==> src/sv/isotp_receive_reassembler_top_macros.svh <==
// ----------------------------------------------------------------------------
// Assertion macros for the ISO-TP receive reassembler
// Checks are compiled in unless SYNTH is defined.
// ----------------------------------------------------------------------------
`ifndef ISOTP_RECEIVE_REASSEMBLER_TOP_MACROS_SVH
`define ISOTP_RECEIVE_REASSEMBLER_TOP_MACROS_SVH
`ifndef SYNTH
// Check a property on every clock edge outside reset
`define ISOTP_ASSERT(lbl, clk, rstn, prop) \
  lbl: assert property (@(posedge clk) disable iff (!rstn) prop) \
    else $error("isotp assertion failed");
// Check a property on every clock edge, reset included
`define ISOTP_ASSERT_ALWAYS(lbl, clk, prop) \
  lbl: assert property (@(posedge clk) prop) \
    else $error("isotp assertion failed");
`else
`define ISOTP_ASSERT(lbl, clk, rstn, prop)
`define ISOTP_ASSERT_ALWAYS(lbl, clk, prop)
`endif
`endif

==> src/sv/isotp_rr_pkg.sv <==
// ----------------------------------------------------------------------------
// ISO-TP receive reassembler package
// Shared result codes, constants, the job descriptor and the id reversal.
// ----------------------------------------------------------------------------
package isotp_rr_pkg;

  localparam int unsigned MaxFrameBytes = 8;
  localparam int unsigned IdW           = 29;
  localparam int unsigned CntW          = $clog2(MaxFrameBytes);
  localparam int unsigned PosW          = CntW + 1;

  // Result codes
  typedef enum logic [2:0] {
    KIND_SINGLE  = 3'd0,
    KIND_MULTI   = 3'd1,
    KIND_ABANDON = 3'd2,
    KIND_FLOW    = 3'd3,
    KIND_TIMEOUT = 3'd4
  } kind_e;

  // Flow-control status codes
  typedef enum logic [1:0] {
    FLOW_CONTINUE = 2'd0,
    FLOW_HOLD     = 2'd1,
    FLOW_ABORT    = 2'd2
  } flow_status_e;

  // Input commands
  localparam logic CmdFrame = 1'b0;
  localparam logic CmdTick  = 1'b1;

  // Configuration register indexes
  localparam logic CfgSessionId = 1'b0;
  localparam logic CfgTimeout   = 1'b1;

  // Protocol control codes (upper nibble of byte 0)
  localparam logic [3:0] PciSingle = 4'h0;
  localparam logic [3:0] PciFirst  = 4'h1;
  localparam logic [3:0] PciConsec = 4'h2;

  // Identifier reversal constants
  localparam logic [IdW-1:0] RevNearLo = 29'h7E0;
  localparam logic [IdW-1:0] RevFarLo  = 29'h7E8;
  localparam logic [IdW-1:0] RevEnd    = 29'h7F0;
  localparam logic [IdW-1:0] RevStep   = 29'h008;
  localparam logic [IdW-1:0] ExtBase   = 29'h18DA0000;

  // One frame's worth of results, expanded serially by the back end
  typedef struct packed {
    kind_e                             pay_kind;
    logic [MaxFrameBytes-1:0][7:0]     data;
    logic [CntW-1:0]                   first;
    logic [CntW-1:0]                   count;
    logic                              marker;
    logic                              msg_end;
    logic                              tail;
    kind_e                             tail_kind;
    logic [IdW-1:0]                    tail_id;
    flow_status_e                      tail_status;
  } job_t;

  // Reverse a diagnostic identifier; top bit flags a valid reverse
  function automatic logic [IdW:0] reverse_id(input logic [IdW-1:0] id);
    logic [IdW:0] res;
    res = '0;
    if (id >= RevNearLo && id < RevFarLo) begin
      res = {1'b1, id + RevStep};
    end else if (id >= RevFarLo && id < RevEnd) begin
      res = {1'b1, id - RevStep};
    end else if ((id & ExtBase) == ExtBase) begin
      res = {1'b1, ExtBase[IdW-1:16], id[7:0], id[15:8]};
    end
    return res;
  endfunction

endpackage

==> src/sv/isotp_rr_front.sv <==
// ----------------------------------------------------------------------------
// ISO-TP reassembler front end
// Accepts items, classifies frames, keeps the session state and queues jobs.
// ----------------------------------------------------------------------------
`include "isotp_receive_reassembler_top_macros.svh"

module isotp_rr_front (
  input  logic                                         clk_i,
  input  logic                                         rst_ni,
  input  logic                                         in_valid_i,
  output logic                                         in_ready_o,
  input  logic                                         command_i,
  input  logic [isotp_rr_pkg::IdW-1:0]                 frame_id_i,
  input  logic [3:0]                                   frame_len_i,
  input  logic [isotp_rr_pkg::MaxFrameBytes-1:0][7:0]  frame_bytes_i,
  input  logic                                         cfg_valid_i,
  input  logic                                         cfg_index_i,
  input  logic [isotp_rr_pkg::IdW-1:0]                 cfg_data_i,
  input  logic                                         full_i,
  output logic                                         push_o,
  output isotp_rr_pkg::job_t                           job_o
);

  localparam int unsigned CntW = isotp_rr_pkg::CntW;

  logic [isotp_rr_pkg::IdW-1:0] session_q;
  logic [15:0]                  timeout_q;
  logic                         in_prog_q, in_prog_d;
  logic [3:0]                   seq_q, seq_d;
  logic [11:0]                  total_q, total_d;
  logic [12:0]                  br_q, br_d;
  logic [15:0]                  idle_q, idle_d;

  logic                         accept;
  logic [3:0]                   len_c;
  logic [3:0]                   code;
  logic [3:0]                   lo;
  logic [isotp_rr_pkg::IdW:0]   rev;
  logic [11:0]                  total_new;
  logic [12:0]                  br_new;
  logic [12:0]                  remaining;
  logic [3:0]                   avail;
  logic [15:0]                  idle_inc;
  logic                         done;
  logic [CntW-1:0]              take;
  isotp_rr_pkg::job_t           job;

  assign in_ready_o = !full_i;
  assign accept     = in_valid_i && in_ready_o;

  // Clamp the length and split out the control byte
  assign len_c     = (frame_len_i > 4'(isotp_rr_pkg::MaxFrameBytes)) ?
                     4'(isotp_rr_pkg::MaxFrameBytes) : frame_len_i;
  assign code      = frame_bytes_i[0][7:4];
  assign lo        = frame_bytes_i[0][3:0];
  assign rev       = isotp_rr_pkg::reverse_id(frame_id_i);
  assign total_new = {lo, frame_bytes_i[1]};
  assign br_new    = 13'(len_c) - 13'd2;
  assign remaining = {1'b0, total_q} - br_q;
  assign avail     = len_c - 4'd1;
  assign idle_inc  = (idle_q != 16'hFFFF) ? idle_q + 16'd1 : idle_q;

  // Classify the item, build its job and the next session state
  always_comb begin
    in_prog_d       = in_prog_q;
    seq_d           = seq_q;
    total_d         = total_q;
    br_d            = br_q;
    idle_d          = idle_q;
    done            = 1'b0;
    take            = '0;
    job             = '0;
    job.data        = frame_bytes_i;
    job.pay_kind    = isotp_rr_pkg::KIND_SINGLE;
    job.tail_kind   = isotp_rr_pkg::KIND_FLOW;
    job.tail_status = isotp_rr_pkg::FLOW_CONTINUE;
    if (command_i == isotp_rr_pkg::CmdTick) begin
      if (in_prog_q) begin
        idle_d = idle_inc;
        if (idle_inc >= timeout_q) begin
          in_prog_d     = 1'b0;
          idle_d        = '0;
          job.tail      = 1'b1;
          job.tail_kind = isotp_rr_pkg::KIND_TIMEOUT;
        end
      end
    end else if (frame_id_i == session_q && len_c != 4'd0) begin
      case (code)
        isotp_rr_pkg::PciSingle: begin
          if (len_c >= 4'd2 && {1'b0, len_c} >= {1'b0, lo} + 5'd1) begin
            if (lo == 4'd0) begin
              job.marker = 1'b1;
            end else begin
              job.count   = lo[CntW-1:0];
              job.first   = CntW'(1);
              job.msg_end = 1'b1;
            end
          end
        end
        isotp_rr_pkg::PciFirst: begin
          if (!in_prog_q) begin
            if (len_c < 4'd2) begin
              job.tail        = rev[isotp_rr_pkg::IdW];
              job.tail_id     = rev[isotp_rr_pkg::IdW-1:0];
              job.tail_status = isotp_rr_pkg::FLOW_ABORT;
            end else begin
              done         = br_new >= {1'b0, total_new};
              total_d      = total_new;
              br_d         = br_new;
              job.pay_kind = isotp_rr_pkg::KIND_MULTI;
              job.marker   = done && (len_c == 4'd2);
              job.count    = CntW'(len_c - 4'd2);
              job.first    = CntW'(2);
              job.msg_end  = done;
              if (!done) begin
                in_prog_d   = 1'b1;
                seq_d       = 4'd1;
                idle_d      = '0;
                job.tail    = rev[isotp_rr_pkg::IdW];
                job.tail_id = rev[isotp_rr_pkg::IdW-1:0];
              end
            end
          end
        end
        isotp_rr_pkg::PciConsec: begin
          if (in_prog_q && len_c >= 4'd2) begin
            if (lo != seq_q) begin
              in_prog_d     = 1'b0;
              job.tail      = 1'b1;
              job.tail_kind = isotp_rr_pkg::KIND_ABANDON;
            end else begin
              done         = remaining <= 13'(avail);
              take         = done ? remaining[CntW-1:0] : avail[CntW-1:0];
              seq_d        = seq_q + 4'd1;
              br_d         = br_q + 13'(take);
              idle_d       = '0;
              job.pay_kind = isotp_rr_pkg::KIND_MULTI;
              job.count    = take;
              job.first    = CntW'(1);
              job.msg_end  = done;
              if (done) begin
                in_prog_d = 1'b0;
              end
            end
          end
        end
        default: begin
          // flow-control and unknown codes: drop
        end
      endcase
    end
  end

  assign job_o  = job;
  assign push_o = accept && (job.marker || job.count != '0 || job.tail);

  // Hold configuration registers
  always_ff @(posedge clk_i or negedge rst_ni) begin
    if (!rst_ni) begin
      session_q <= 29'd2024;
      timeout_q <= 16'd1000;
    end else if (cfg_valid_i) begin
      unique case (cfg_index_i)
        isotp_rr_pkg::CfgSessionId: session_q <= cfg_data_i;
        isotp_rr_pkg::CfgTimeout:   timeout_q <= cfg_data_i[15:0];
      endcase
    end
  end

  // Advance session state on each accepted item
  always_ff @(posedge clk_i or negedge rst_ni) begin
    if (!rst_ni) begin
      in_prog_q <= 1'b0;
      seq_q     <= 4'd1;
      total_q   <= '0;
      br_q      <= '0;
      idle_q    <= '0;
    end else if (accept) begin
      in_prog_q <= in_prog_d;
      seq_q     <= seq_d;
      total_q   <= total_d;
      br_q      <= br_d;
      idle_q    <= idle_d;
    end
  end

  `ISOTP_ASSERT(a_session_open, clk_i, rst_ni, in_prog_q |-> (br_q < {1'b0, total_q}))

endmodule

==> src/sv/isotp_rr_queue.sv <==
// ----------------------------------------------------------------------------
// ISO-TP reassembler job queue
// Short FIFO of job descriptors between the front and back ends.
// ----------------------------------------------------------------------------
`include "isotp_receive_reassembler_top_macros.svh"

module isotp_rr_queue #(
  parameter int unsigned DEPTH = 2
) (
  input  logic               clk_i,
  input  logic               rst_ni,
  input  logic               push_i,
  input  isotp_rr_pkg::job_t push_job_i,
  output logic               full_o,
  input  logic               pop_i,
  output logic               valid_o,
  output isotp_rr_pkg::job_t job_o
);

  localparam int unsigned PtrW = (DEPTH > 1) ? $clog2(DEPTH) : 1;
  localparam int unsigned CntW = $clog2(DEPTH + 1);

  isotp_rr_pkg::job_t mem_q [DEPTH];
  logic [PtrW-1:0]    wr_ptr_q, rd_ptr_q;
  logic [CntW-1:0]    count_q;
  logic               do_pop;

  assign full_o  = (count_q == CntW'(DEPTH));
  assign valid_o = (count_q != '0);
  assign job_o   = mem_q[rd_ptr_q];
  assign do_pop  = pop_i && valid_o;

  // Store pushed jobs
  always_ff @(posedge clk_i) begin
    if (push_i) begin
      mem_q[wr_ptr_q] <= push_job_i;
    end
  end

  // Advance pointers and fill count
  always_ff @(posedge clk_i or negedge rst_ni) begin
    if (!rst_ni) begin
      wr_ptr_q <= '0;
      rd_ptr_q <= '0;
      count_q  <= '0;
    end else begin
      if (push_i) begin
        wr_ptr_q <= (wr_ptr_q == PtrW'(DEPTH - 1)) ? '0 : wr_ptr_q + PtrW'(1);
      end
      if (do_pop) begin
        rd_ptr_q <= (rd_ptr_q == PtrW'(DEPTH - 1)) ? '0 : rd_ptr_q + PtrW'(1);
      end
      if (push_i && !do_pop) begin
        count_q <= count_q + CntW'(1);
      end else if (!push_i && do_pop) begin
        count_q <= count_q - CntW'(1);
      end
    end
  end

  `ISOTP_ASSERT(a_fill_bound, clk_i, rst_ni, count_q <= CntW'(DEPTH))
  `ISOTP_ASSERT(a_no_overrun, clk_i, rst_ni, push_i |-> (count_q < CntW'(DEPTH)))

endmodule

==> src/sv/isotp_rr_back.sv <==
// ----------------------------------------------------------------------------
// ISO-TP reassembler back end
// Expands one job into registered result items, one per cycle unless stalled.
// ----------------------------------------------------------------------------
`include "isotp_receive_reassembler_top_macros.svh"

module isotp_rr_back (
  input  logic                         clk_i,
  input  logic                         rst_ni,
  input  logic                         q_valid_i,
  input  isotp_rr_pkg::job_t           q_job_i,
  output logic                         q_pop_o,
  output logic                         out_valid_o,
  input  logic                         out_ready_i,
  output logic [2:0]                   kind_o,
  output logic [7:0]                   data_byte_o,
  output logic                         byte_valid_o,
  output logic                         msg_last_o,
  output logic                         run_last_o,
  output logic [isotp_rr_pkg::IdW-1:0] flow_id_o,
  output logic [1:0]                   flow_status_o
);

  localparam int unsigned CntW = isotp_rr_pkg::CntW;
  localparam int unsigned PosW = isotp_rr_pkg::PosW;

  isotp_rr_pkg::job_t           job_q;
  logic                         busy_q;
  logic [PosW-1:0]              pos_q;
  logic                         out_valid_q;
  isotp_rr_pkg::kind_e          kind_q;
  logic [7:0]                   data_q;
  logic                         bvalid_q;
  logic                         mlast_q;
  logic                         rlast_q;
  logic [isotp_rr_pkg::IdW-1:0] fid_q;
  isotp_rr_pkg::flow_status_e   fstat_q;

  logic [PosW-1:0]              run_len;
  logic [PosW-1:0]              b;
  logic [CntW-1:0]              idx;
  logic                         is_marker;
  logic                         is_pay;
  logic                         is_last;
  logic                         adv;
  isotp_rr_pkg::kind_e          r_kind;
  logic [7:0]                   r_data;
  logic                         r_mlast;
  logic [isotp_rr_pkg::IdW-1:0] r_fid;
  isotp_rr_pkg::flow_status_e   r_fstat;

  assign q_pop_o = !busy_q && q_valid_i;
  assign adv     = busy_q && (!out_valid_q || out_ready_i);
  assign run_len = PosW'(job_q.marker) + PosW'(job_q.count) + PosW'(job_q.tail);

  // Pick the result at the current position of the job
  assign b         = pos_q - PosW'(job_q.marker);
  assign idx       = job_q.first + b[CntW-1:0];
  assign is_marker = job_q.marker && (pos_q == '0);
  assign is_pay    = !is_marker && (b < PosW'(job_q.count));
  assign is_last   = (pos_q == run_len - PosW'(1));

  always_comb begin
    r_kind  = job_q.tail_kind;
    r_data  = '0;
    r_mlast = 1'b0;
    r_fid   = job_q.tail_id;
    r_fstat = job_q.tail_status;
    if (is_marker) begin
      r_kind  = job_q.pay_kind;
      r_mlast = 1'b1;
      r_fid   = '0;
      r_fstat = isotp_rr_pkg::FLOW_CONTINUE;
    end else if (is_pay) begin
      r_kind  = job_q.pay_kind;
      r_data  = job_q.data[idx];
      r_mlast = job_q.msg_end && (b == PosW'(job_q.count) - PosW'(1));
      r_fid   = '0;
      r_fstat = isotp_rr_pkg::FLOW_CONTINUE;
    end
  end

  // Take a job and step through its results
  always_ff @(posedge clk_i or negedge rst_ni) begin
    if (!rst_ni) begin
      busy_q      <= 1'b0;
      pos_q       <= '0;
      out_valid_q <= 1'b0;
    end else begin
      if (q_pop_o) begin
        busy_q <= 1'b1;
        pos_q  <= '0;
      end else if (adv) begin
        pos_q <= pos_q + PosW'(1);
        if (is_last) begin
          busy_q <= 1'b0;
        end
      end
      if (adv) begin
        out_valid_q <= 1'b1;
      end else if (out_ready_i) begin
        out_valid_q <= 1'b0;
      end
    end
  end

  // Hold the job and the output payload
  always_ff @(posedge clk_i) begin
    if (q_pop_o) begin
      job_q <= q_job_i;
    end
    if (adv) begin
      kind_q   <= r_kind;
      data_q   <= r_data;
      bvalid_q <= is_pay;
      mlast_q  <= r_mlast;
      rlast_q  <= is_last;
      fid_q    <= r_fid;
      fstat_q  <= r_fstat;
    end
  end

  assign out_valid_o   = out_valid_q;
  assign kind_o        = kind_q;
  assign data_byte_o   = data_q;
  assign byte_valid_o  = bvalid_q;
  assign msg_last_o    = mlast_q;
  assign run_last_o    = rlast_q;
  assign flow_id_o     = fid_q;
  assign flow_status_o = fstat_q;

  `ISOTP_ASSERT(a_pos_in_run, clk_i, rst_ni, busy_q |-> (pos_q < run_len))

endmodule

==> src/sv/isotp_receive_reassembler_top.sv <==
// ----------------------------------------------------------------------------
// ISO-TP receive reassembler, top level
// Reassembles single, first and consecutive frames of one session into a
// stream of payload bytes and answers with flow-control, abandon and timeout results.
// ----------------------------------------------------------------------------
// Channel   Direction  Handshake              Payload
// in        input      in_valid_i/in_ready_o  command, frame_id, frame_len, byte_0..7
// out       output     out_valid_o/out_ready_i kind, data_byte, byte_valid, msg_last,
//                                              run_last, flow_id, flow_status
// cfg       input      cfg_valid_i/cfg_ready_o cfg_index_i, cfg_data_i
//
// The front end takes one item per cycle while the job queue has room.
// The back end sends one result per cycle while the output is not stalled; it
// pops an item's job, steps through its results and takes no new job until the
// last result is registered. Items that cause no result leave no job.
// Reset clears the session and the queue; configuration resets to 2024/1000.
// A stalled output holds the back end; a full queue deasserts in_ready_o.
// ----------------------------------------------------------------------------
module isotp_receive_reassembler_top #(
  parameter int unsigned QUEUE_DEPTH = 2
) (
  input  logic        clk_i,
  input  logic        rst_ni,
  input  logic        in_valid_i,
  output logic        in_ready_o,
  input  logic        command_i,
  input  logic [28:0] frame_id_i,
  input  logic [3:0]  frame_len_i,
  input  logic [7:0]  byte_0_i,
  input  logic [7:0]  byte_1_i,
  input  logic [7:0]  byte_2_i,
  input  logic [7:0]  byte_3_i,
  input  logic [7:0]  byte_4_i,
  input  logic [7:0]  byte_5_i,
  input  logic [7:0]  byte_6_i,
  input  logic [7:0]  byte_7_i,
  output logic        out_valid_o,
  input  logic        out_ready_i,
  output logic [2:0]  kind_o,
  output logic [7:0]  data_byte_o,
  output logic        byte_valid_o,
  output logic        msg_last_o,
  output logic        run_last_o,
  output logic [28:0] flow_id_o,
  output logic [1:0]  flow_status_o,
  input  logic        cfg_valid_i,
  output logic        cfg_ready_o,
  input  logic        cfg_index_i,
  input  logic [28:0] cfg_data_i
);

  logic [isotp_rr_pkg::MaxFrameBytes-1:0][7:0] frame_bytes;
  logic                                        push;
  logic                                        full;
  logic                                        pop;
  logic                                        q_valid;
  isotp_rr_pkg::job_t                          push_job;
  isotp_rr_pkg::job_t                          q_job;

  assign cfg_ready_o = 1'b1;
  assign frame_bytes = {byte_7_i, byte_6_i, byte_5_i, byte_4_i,
                        byte_3_i, byte_2_i, byte_1_i, byte_0_i};

  // Classify items and keep session state
  isotp_rr_front u_front (
    .clk_i         (clk_i),
    .rst_ni        (rst_ni),
    .in_valid_i    (in_valid_i),
    .in_ready_o    (in_ready_o),
    .command_i     (command_i),
    .frame_id_i    (frame_id_i),
    .frame_len_i   (frame_len_i),
    .frame_bytes_i (frame_bytes),
    .cfg_valid_i   (cfg_valid_i),
    .cfg_index_i   (cfg_index_i),
    .cfg_data_i    (cfg_data_i),
    .full_i        (full),
    .push_o        (push),
    .job_o         (push_job)
  );

  // Buffer jobs between the two ends
  isotp_rr_queue #(
    .DEPTH (QUEUE_DEPTH)
  ) u_queue (
    .clk_i      (clk_i),
    .rst_ni     (rst_ni),
    .push_i     (push),
    .push_job_i (push_job),
    .full_o     (full),
    .pop_i      (pop),
    .valid_o    (q_valid),
    .job_o      (q_job)
  );

  // Expand jobs into result items
  isotp_rr_back u_back (
    .clk_i         (clk_i),
    .rst_ni        (rst_ni),
    .q_valid_i     (q_valid),
    .q_job_i       (q_job),
    .q_pop_o       (pop),
    .out_valid_o   (out_valid_o),
    .out_ready_i   (out_ready_i),
    .kind_o        (kind_o),
    .data_byte_o   (data_byte_o),
    .byte_valid_o  (byte_valid_o),
    .msg_last_o    (msg_last_o),
    .run_last_o    (run_last_o),
    .flow_id_o     (flow_id_o),
    .flow_status_o (flow_status_o)
  );

endmodule
==> config.mk <==
export PLATFORM = sky130hd
export DESIGN_NAME = isotp_receive_reassembler_top
export DESIGN_NICKNAME = d
export VERILOG_FILES = /design/src/sv/isotp_rr_pkg.sv /design/src/sv/isotp_rr_front.sv /design/src/sv/isotp_rr_queue.sv /design/src/sv/isotp_rr_back.sv /design/src/sv/isotp_receive_reassembler_top.sv
export VERILOG_INCLUDE_DIRS = /design/src /design/src/sv
export SDC_FILE = /design/constraint.sdc
export NUM_CORES = 1
export LEC_CHECK = 0
export ABC_AREA = 1
export BUFFER_PORTS_ARGS = -buffer_cell sky130_fd_sc_hd__buf_4
export CORE_ASPECT_RATIO = 1.75
export CORE_UTILIZATION = 54
export CTS_BUF_LIST = sky130_fd_sc_hd__clkbuf_16
export DETAILED_ROUTE_END_ITERATION = 8
export PLACE_DENSITY = 0.72
export SLEW_MARGIN = 5
export SYNTH_ARGS = -nofsm -noshare
export SYNTH_HDL_FRONTEND = slang
export SYNTH_SLANG_ARGS = --single-unit
==> constraint.sdc <==
create_clock -name clk_i -period 8.04 [get_ports clk_i]
set_input_delay 0.804 -clock clk_i [delete_from_list [all_inputs] [get_ports clk_i]]
set_output_delay 0.804 -clock clk_i [all_outputs]
set_load 0.005 [all_outputs]
==> results of run 1 <==
[cell usage after synthesis (all sizes together) (3+ instances only)]
cell | instances | area, um2
a31oi | 3 | 18.8
dfstp | 14 | 368
mux2 | 11 | 124
a22oi | 10 | 75.1
nand4 | 40 | 250
xnor2 | 18 | 158
edfxtp | 362 | 10900
a21oi | 59 | 303
o31ai | 3 | 22.5
nand3 | 55 | 285
clkbuf | 48 | 180
nand3b | 4 | 30.0
a211oi | 8 | 60.1
and2 | 3 | 18.8
fa | 4 | 80.1
nor3 | 31 | 175
o21ai | 99 | 495
inv | 268 | 1010
nor4 | 11 | 93.8
dfrtp | 87 | 2180
buf | 11 | 72.6
nor2 | 201 | 792
o32ai | 16 | 140
o211ai | 4 | 43.8
ha | 81 | 1010
nand2 | 626 | 2380
a21boi | 4 | 30.0
or2 | 7 | 43.8
xor2 | 40 | 350
[per-stage QoR]
step | instance area [um2] | util [%]
after floorplan | 21800 | -
after detailed placement | 23600 | 59.1
final | 25200 | 63.0
after global routing | 25200 | 63.0
after global placement | 23600 | 59.1
after CTS | 25200 | 63.0
[final cells by class]
class	instances	area [um2]	area share [%]
Sequential cell	463	13400	53.3
Multi-Input combinational cell	1364	7150	28.4
Timing Repair Buffer	186	1410	5.60
Clock buffer	43	1080	4.28
Inverter	270	1020	4.04
Tap cell	495	619	2.46
Clock inverter	35	469	1.86
Antenna cell	2	5.00	0.0199
[final timing paths]
check	end	slack [ns]	cells past startpoint
min in group clk_i	u_queue.mem_q[1][71]	0.44	1
worst min register to register	u_queue.count_q[0]	0.48	1
worst max register to register	u_queue.mem_q[0][5]	2.90	21
worst min-delay path	u_front.session_q[26]	0.26	1
max in group asynchronous	u_queue.rd_ptr_q	6.48	2
worst max-delay path	u_queue.mem_q[0][5]	2.90	21
[kinds of logic (layout without fill, tap and decap cells)]
family	after synthesis	count (layout)	share of synthesized area [%]
xor gates and xnor gates	58	58	2.33
other	2	16	0.0345
DFF	463	463	61.6
adders and majority gates	85	85	5.03
buffers and inverters	329	534	5.82
and+or+nand+nor	981	981	18.8
AOI/OAI and AO/OA	215	215	5.79
muxes	11	11	0.569
[state kept, by name (all words and copies together) (netlist names), 12 cells and up]
register           count
u_back.flow_id_o      29
u_back.job_q         106
u_front.br_q          13
u_front.idle_q        16
u_front.session_q     29
u_front.timeout_q     16
u_front.total_q       12
u_queue.mem_q        212
[power breakdown]
group / internal (uW) / switching (uW) / leakage, uW
registers: 3060 / 172 / 0.00458
logic: 698 / 1310 / 0.00573
clock network: 1310 / 891 / 0.000748
[critical path: cells and delay by family, from the launching register on]
kind | cells | cell delay, ns
buf+inv | 5 | 1.61
simple gates | 12 | 1.97
fa+ha+maj | 2 | 0.49
xor+xnor | 1 | 0.16
compound gates | 1 | 0.09
flops | 1 | 0.40
[metal layers]
| metal | vias up | GRT usage, % |
|---|---|---|
| met5 | - | 0 |
| li1 | 7465 | - |
| met2 | 340 | 46.3 |
| met1 | 7268 | 25.0 |
| met3 | 127 | 2.52 |
| met4 | 0 | 11.6 |
==> results.yml, run 1 <==
run_status:
  status: "completed"
power:
  power.density_nw_per_um2: 296
  leakage_uw: 0.0111
  ir_drop_mv: 0.198
  power.total_uw: 7440
logic_synthesis:
  synth_area_per_cell_um2: 10.2
  ys_ff_latch: 463
  post_synth_num_cell_types: 56
  synth_ff_type: "edfxtp_1"
  synthCells: 2144
  netlist_area_um2: 21800
  yosysWarnings: 0
  synth-edff-count: 362
  ys_async_sr_fraction_pct: 21.8
  synth_seq_area_share_pct: 61.6
sta:
  tightest_slew_ns: 1.20
  drv_slew: 0
  fmax_mhz: 195
  layout_setup_ws_ns: 2.90
  skew_ns: 0.0178
  rsz0062_at_grt: "false"
  relSlewSlack_pct: 20.0
  report.final.hold_viol_count: 0
  setup_viol: 0
  hold_ws_ns: 0.264
  finalCritPeriodShare_pct: 63.9
  post-route-min-period_ns: 5.14
  fin_setup_tns_ns: 0
floorplan:
  ioPinCount: 181
  die_y_um: 268
  core_um2: 39900
  initial_utilization_pct: 54.5
  row_count: 97
  fp.dieW_um: 154
  dieArea_um2: 41100
cts:
  ctsHoldBuffers: 0
  cts_tree: "yes"
  clkTransAtPathRegs_ns: 0.07
  max-clock-path-buffers: 3
  cts_root_buf: "clkbuf_16"
  clk_latency_ns: 0.55
  cts_buffers: 42
  cts_setup_buffers: 0
  cts_resized: 0
  clock_sinks: 463
  h-tree-depth: 2
place:
  hpwl_mm: 34.4
  place.gp.congestion: 0.934
  io_buffers: 178
  pre_cts_ws_ns: 2.54
  dp.cells: 2778
drt:
  vias: 15200
  drc_errors: 0
  routed_via_density: 5.32
  ant_nets: 0
  dr_wl_met2_mm: 27.1
  first_iter_violations: 867
  first_pass_iters: 5
  routed-wl-met3_mm: 1.63
  top_layer_used: "met4"
  wl_met1_mm: 17.6
  wl_mm: 48.5
  avgRoutedWirePerCell_um: 17.0
critical_path:
  cp_cell_sequence: "ha_1 > inv_1 > nor4_2 > nand2_1 > nor3_2 > nand2_1 > inv_1 > nor2_1 > xor2_1 > ha_1 > nand2_1 > nor3_1 > nand3_1 > nand3_1 > nand2_1 > inv_1 > a21oi_1 > nand3_1 > nand3_1 > inv_4 > buf_4"
  max_stage_delay_ns: 0.67
  crit_path_start_kind: "flip-flop"
  slowest_stage: "inv_4"
  crit_type: "flip-flop to flip-flop"
  worstPathRequired_ns: 8.21
  crit_start: "u_front.idle_q[1]"
  r2r_start: "u_front.idle_q[1]"
  cp-end-kind: "flip-flop"
  worstPathArrival_ns: 5.31
  crit_fanout: 68
grt:
  grt_max_degree: 83
  first_global_vias: 15158
  antenna_found_initial: 2
  overflow: 0
  grt_pass1_wl_mm: 75.8
  grt_use_total_pct: 23.7
final_layout:
  nNetsFinal: 2545
  fin_cells: 2858
  nFillCells: 3215
  areaGrowthSynthToFinish_pct: 15.6
  final_common_cell: "nand2_1"
  drive_above_1_share_pct: 14.1
  layout_common_cells: "nand2_1, edfxtp_1, inv_1"
job:
  max-cap-violations: 0
min_path:
  hold_class: "primary input to async pin"
(Power assumes the default switching activity.)
==> inputs of run 2 (changes only) <==
--- a/config.mk
+++ b/config.mk
@@ -9,10 +9,10 @@
 export ABC_AREA = 1
 export BUFFER_PORTS_ARGS = -buffer_cell sky130_fd_sc_hd__buf_4
 export CORE_ASPECT_RATIO = 1.75
-export CORE_UTILIZATION = 54
+export CORE_UTILIZATION = 55
 export CTS_BUF_LIST = sky130_fd_sc_hd__clkbuf_16
 export DETAILED_ROUTE_END_ITERATION = 8
-export PLACE_DENSITY = 0.72
+export PLACE_DENSITY = 0.7
 export SLEW_MARGIN = 5
 export SYNTH_ARGS = -nofsm -noshare
 export SYNTH_HDL_FRONTEND = slang
==> constraint.sdc (replaced) <==
create_clock -name clk_i -period 4.95 [get_ports clk_i]
set_input_delay 0.495 -clock clk_i [delete_from_list [all_inputs] [get_ports clk_i]]
set_output_delay 0.495 -clock clk_i [all_outputs]
set_load 0.005 [all_outputs]
==> results.yml, run 2 (synthesized netlist as in run 1, its figures left out) <==
cts:
  max-clock-path-buffers: 3
  ctsHoldBuffers: 0
  clkTransAtPathRegs_ns: 0.07
  cts_root_buf: "clkbuf_16"
  cts_buffers: 42
  cts_resized: 0
  clock_sinks: 463
  cts_tree: "yes"
  h-tree-depth: 2
  clk_latency_ns: 0.55
  cts_setup_buffers: 0
final_layout:
  fin_area_um2: 25100
  final_common_cell: "nand2_1"
  layout_common_cells: "nand2_1, edfxtp_1, inv_1"
  largest_reg_flops: 212
  drive_above_1_share_pct: 14.0
  top_register: "u_queue.mem_q"
  nFillCells: 3176
  multiInputGateArea_um2: 7150
  areaGrowthSynthToFinish_pct: 15.1
  reg_top3: "u_queue.mem_q: 212 flops, u_back.job_q: 106 flops"
  layout.area.seq_um2: 13400
  nNetsFinal: 2556
place:
  hpwl_mm: 35.6
  place.gp.congestion: 0.910
  dpl-instance-area_um2: 23700
  io_buffers: 178
  pre_cts_ws_ns: 0.413
drt:
  drc_errors: 13
  avgRoutedWirePerCell_um: 17.3
  routed_via_density: 5.31
  first_iter_violations: 861
  wl_mm: 49.5
  ant_nets: 0
  first_pass_iters: 9
  vias: 15191
sta:
  finalCritPeriodShare_pct: 90.0
  skew_ns: 0.0134
  report.final.hold_viol_count: 0
  setup_viol: 0
  fmax_mhz: 224
  post-route-min-period_ns: 4.46
  rsz0062_at_grt: "false"
  tightest_slew_ns: 0.851
  fin_setup_tns_ns: 0
  layout_setup_ws_ns: 0.495
  drv_slew: 0
  relSlewSlack_pct: 43.1
floorplan:
  ioPinCount: 181
  row_count: 96
  dieArea_um2: 40400
  core_um2: 39200
  die_y_um: 265
  fp.dieW_um: 152
  initial_utilization_pct: 55.6
critical_path:
  cp-end-kind: "flip-flop"
  cp_cell_sequence: "ha_1 > inv_1 > nor4_2 > nand2_1 > nor3_2 > nand2_1 > nand2_1 > xor2_1 > ha_1 > a21oi_1 > o21ai_0 > a21oi_1 > nand3_1 > nand2_1 > inv_1 > a21oi_1 > nand3_1 > nand2_2 > inv_1 > ha_1 > a21oi_1 > o21ai_0 > xor2_1"
  crit_fanout: 6
  r2r_cells: 23
  max_stage_delay_ns: 0.39
  worst-path-buf-inv: 3
  worstPathArrival_ns: 4.88
  slowest_stage: "dfrtp_1"
  crit_path_start_kind: "flip-flop"
  worstPathRequired_ns: 5.37
  r2r_slack_ns: 0.49
  crit_start: "u_front.idle_q[0]"
  r2r_start: "u_front.idle_q[0]"
  cp_num_cells: 23
  crit_type: "flip-flop to flip-flop"
  r2r-end: "u_queue.count_q[1]"
  cpLargestDelayFamily: "simple AND/OR/NAND/NOR gates"
power:
  ir_drop_mv: 0.332
  power.density_nw_per_um2: 468
  leakage_uw: 0.0110
grt:
  grt_use_total_pct: 25.0
  first_global_vias: 15319
  overflow: 0
  grt_pass1_wl_mm: 78.9
  antenna_found_initial: 1
  grt_max_degree: 70
run_status:
  status: "finished with violations"
  failed_checks: "design-rule violations"
job:
  max-cap-violations: 0
min_path:
  hold_class: "primary input to async pin"
## run 2: changes by cell type in the layout (fill, tap and decap cells not counted), sizes merged
cell	before	now
buf	186	197
clkinv	19	23
clkbuf	43	44
inv	271	274
bufinv	10	2
diode	2	1
## run 2: routing by layer
layer	global-route usage [%]	vias up	part of all wire, %
met2	47.0	380	54
met5	0	-	0
met4	13.7	0	5.3
met1	27.5	7206	37
met3	2.69	129	3.7
li1	-	7476	-
## run 2: worst max path at each step
stage                                        to  slack, ns
after floorplan           u_queue.mem_q[0][100]       0.06
after global placement         u_front.br_q[12]       0.51
after detailed placement       u_front.br_q[11]       0.41
after CTS                    u_queue.count_q[1]       0.57
after global routing         u_queue.count_q[1]       0.04
final                        u_queue.count_q[1]       0.49
## run 2: where the power goes
| group | switching, uW | internal [uW] |
|---|---|---|
| sequential | 287 | 4970 |
| combinational | 2160 | 1170 |
| clock | 1420 | 1730 |
| total | 3870 | 7870 |
## run 2: layout make-up
type	instances	share of cell area, %
clock buffer	44	4.39
sequential	463	53.6
multi-input combinational	1364	28.5
timing repair buffer	197	6.00
inverter	270	4.06
clock inverter	34	0.984
antenna	1	0.00999
tap	490	2.45
## run 2: metrics by stage
| stage | util, % | instances | power (uW) | hold slack [ns] |
|---|---|---|---|---|
| floorplan | - | 2156 | 7380 | 0.199 |
| global placement | 60.5 | 2784 | 8580 | 0.456 |
| detailed placement | 60.5 | 2784 | 8690 | 0.474 |
| CTS | 64.0 | 2862 | 11800 | 0.0249 |
| global route | 64.0 | 2863 | 12400 | 0.0596 |
| finish | 64.0 | 2863 | 11700 | 0.00535 |
==> inputs of run 3 (changes only) <==
--- a/config.mk
+++ b/config.mk
@@ -8,10 +8,12 @@
 export LEC_CHECK = 0
 export ABC_AREA = 1
 export BUFFER_PORTS_ARGS = -buffer_cell sky130_fd_sc_hd__buf_4
+export CAP_MARGIN = 10
 export CORE_ASPECT_RATIO = 1.75
 export CORE_UTILIZATION = 55
 export CTS_BUF_LIST = sky130_fd_sc_hd__clkbuf_16
 export DETAILED_ROUTE_END_ITERATION = 8
+export GPL_TIMING_DRIVEN = 0
 export PLACE_DENSITY = 0.7
 export SLEW_MARGIN = 5
 export SYNTH_ARGS = -nofsm -noshare
==> results.yml, run 3 (synthesized netlist as in run 1, its figures left out) <==
run_status:
  status: "finished with violations"
  failed_checks: "design-rule violations"
sta:
  post-route-min-period_ns: 4.55
  fmax_mhz: 220
  drv_slew: 0
  report.final.hold_viol_count: 0
  skew_ns: 0.0276
  layout_setup_ws_ns: 0.405
  tightest_slew_ns: 0.716
  hold_ws_ns: 0.123
  fin_setup_tns_ns: 0
  setup_viol: 0
  rsz0062_at_grt: "false"
  relSlewSlack_pct: 52.1
  finalCritPeriodShare_pct: 91.8
drt:
  first_pass_iters: 7
  wl_mm: 51.5
  vias: 15481
  first_iter_violations: 989
  drc_errors: 14
  avgRoutedWirePerCell_um: 17.7
  routed_via_density: 5.31
  ant_nets: 0
final_layout:
  utilization_pct: 64.8
  largest_reg_flops: 212
  reg_top3: "u_queue.mem_q: 212 flops, u_back.job_q: 106 flops"
  layout_common_cells: "nand2_1, edfxtp_1, inv_1"
  drive_above_1_share_pct: 14.0
  areaGrowthSynthToFinish_pct: 16.7
  top_register: "u_queue.mem_q"
  nNetsFinal: 2612
  final_common_cell: "nand2_1"
power:
  power.density_nw_per_um2: 461
  leakage_uw: 0.0112
  power.total_uw: 11700
  ir_drop_mv: 0.315
cts:
  clk_latency_ns: 0.55
  clkTransAtPathRegs_ns: 0.07
  cts_root_buf: "clkbuf_16"
  cts_tree: "yes"
  max-clock-path-buffers: 3
  cts_buffers: 40
  clock_sinks: 463
  h-tree-depth: 2
place:
  place.gp.congestion: 0.896
  pre_cts_ws_ns: -0.488
  io_buffers: 177
  hpwl_mm: 38.7
grt:
  antenna_found_initial: 1
  overflow: 0
  grt_use_total_pct: 25.9
  grt_pass1_wl_mm: 80.9
  first_global_vias: 15667
  grt_max_degree: 63
critical_path:
  crit_fanout: 5
  worst-path-buf-inv: 3
  worstPathRequired_ns: 5.39
  cpLargestDelayFamily: "simple AND/OR/NAND/NOR gates"
  crit_path_frequent_cell: "nand2_1"
  cp-end-kind: "flip-flop"
  max_stage_delay_ns: 0.44
  slowest_stage: "dfrtp_1"
  crit_type: "flip-flop to flip-flop"
  crit_path_start_kind: "flip-flop"
  worstPathArrival_ns: 4.98
floorplan:
  row_count: 96
  die_y_um: 265
  initial_utilization_pct: 55.6
  fp.dieW_um: 152
  dieArea_um2: 40400
  ioPinCount: 181
  core_um2: 39200
job:
  max-cap-violations: 0
min_path:
  hold_class: "primary input to flip-flop"
[run 3: cell count changes in the layout (fill, tap and decap cells not counted), sizes merged]
cell / before / now
clkbuf: 44 / 88
clkinv: 23 / 14
buf: 197 / 205
inv: 274 / 278
bufinv: 2 / 3
clkinvlp: 5 / 6
dlygate4sd3: 0 / 1
[run 3: timing repair]
action / in CTS / in global routing
pin swaps: 1 / 1
buffers inserted: 5 / 0
setup endpoints to repair: 117 / 201
resized for setup: 3 / 8
endpoints found under the hold margin: 28 / 0
hold buffers: 1 / 0
cloned: 1 / 0
[run 3: path summary, 6_finish.rpt]
check / start / to / slack (ns) / depth (start not counted)
min: byte_4_i[0] / u_queue.mem_q[1][75] / 0.12 / 1
min reg2reg: u_queue.wr_ptr_q / u_queue.wr_ptr_q / 0.48 / 2
min in group asynchronous: rst_ni / u_front.session_q[17] / 0.47 / 2
max in group asynchronous: rst_ni / u_front.seq_q[0] / 3.71 / 3
max: u_front.br_q[0] / u_front.br_q[11] / 0.40 / 29
max reg2reg: u_front.br_q[0] / u_front.br_q[11] / 0.40 / 29
[run 3: report_power, final]
part           total (uW)  internal (uW)  switching, uW
logic                3500           1230           2270
registers            5190           4960            228
clock network        3020           1630           1390
[run 3: layout make-up]
type / count / area, um2
diodes: 1 / 2.50
plain buffers: 59 / 253
clock buffers: 40 / 1000
clock inverters: 30 / 230
fillers: 3168 / 13800
inverters: 270 / 1020
multi-input cells: 1364 / 7200
flip-flops and latches: 463 / 13400
well taps: 490 / 613
repair buffers: 195 / 1650
repair inverters: 1 / 7.51
[run 3: worst reg2reg max path, delay by kind of cell (launching register included)]
family / cells / cell delay (ns)
adder cells (fa/ha/maj): 4 / 1.31
buffers and inverters: 3 / 0.18
flip-flops: 1 / 0.44
XOR/XNOR: 1 / 0.23
AO/OA/AOI/OAI: 6 / 0.76
AND/OR/NAND/NOR: 15 / 1.53
[run 3: through the flow]
| step | instances | instance area, um2 |
|---|---|---|
| finish | 2913 | 25400 |
| global route | 2913 | 25400 |
| CTS | 2912 | 25300 |
| detailed placement | 2835 | 24000 |
| global placement | 2823 | 23800 |
| floorplan | 2156 | 21800 |
[run 3: per-layer routing]
layer,global-route usage [%],routed length [um],vias to the layer above
li1,-,-,7591
met1,26.8,18000,7370
met2,51.3,29100,403
met3,2.64,2090,117
met4,12.3,2310,0
met5,0,0,-
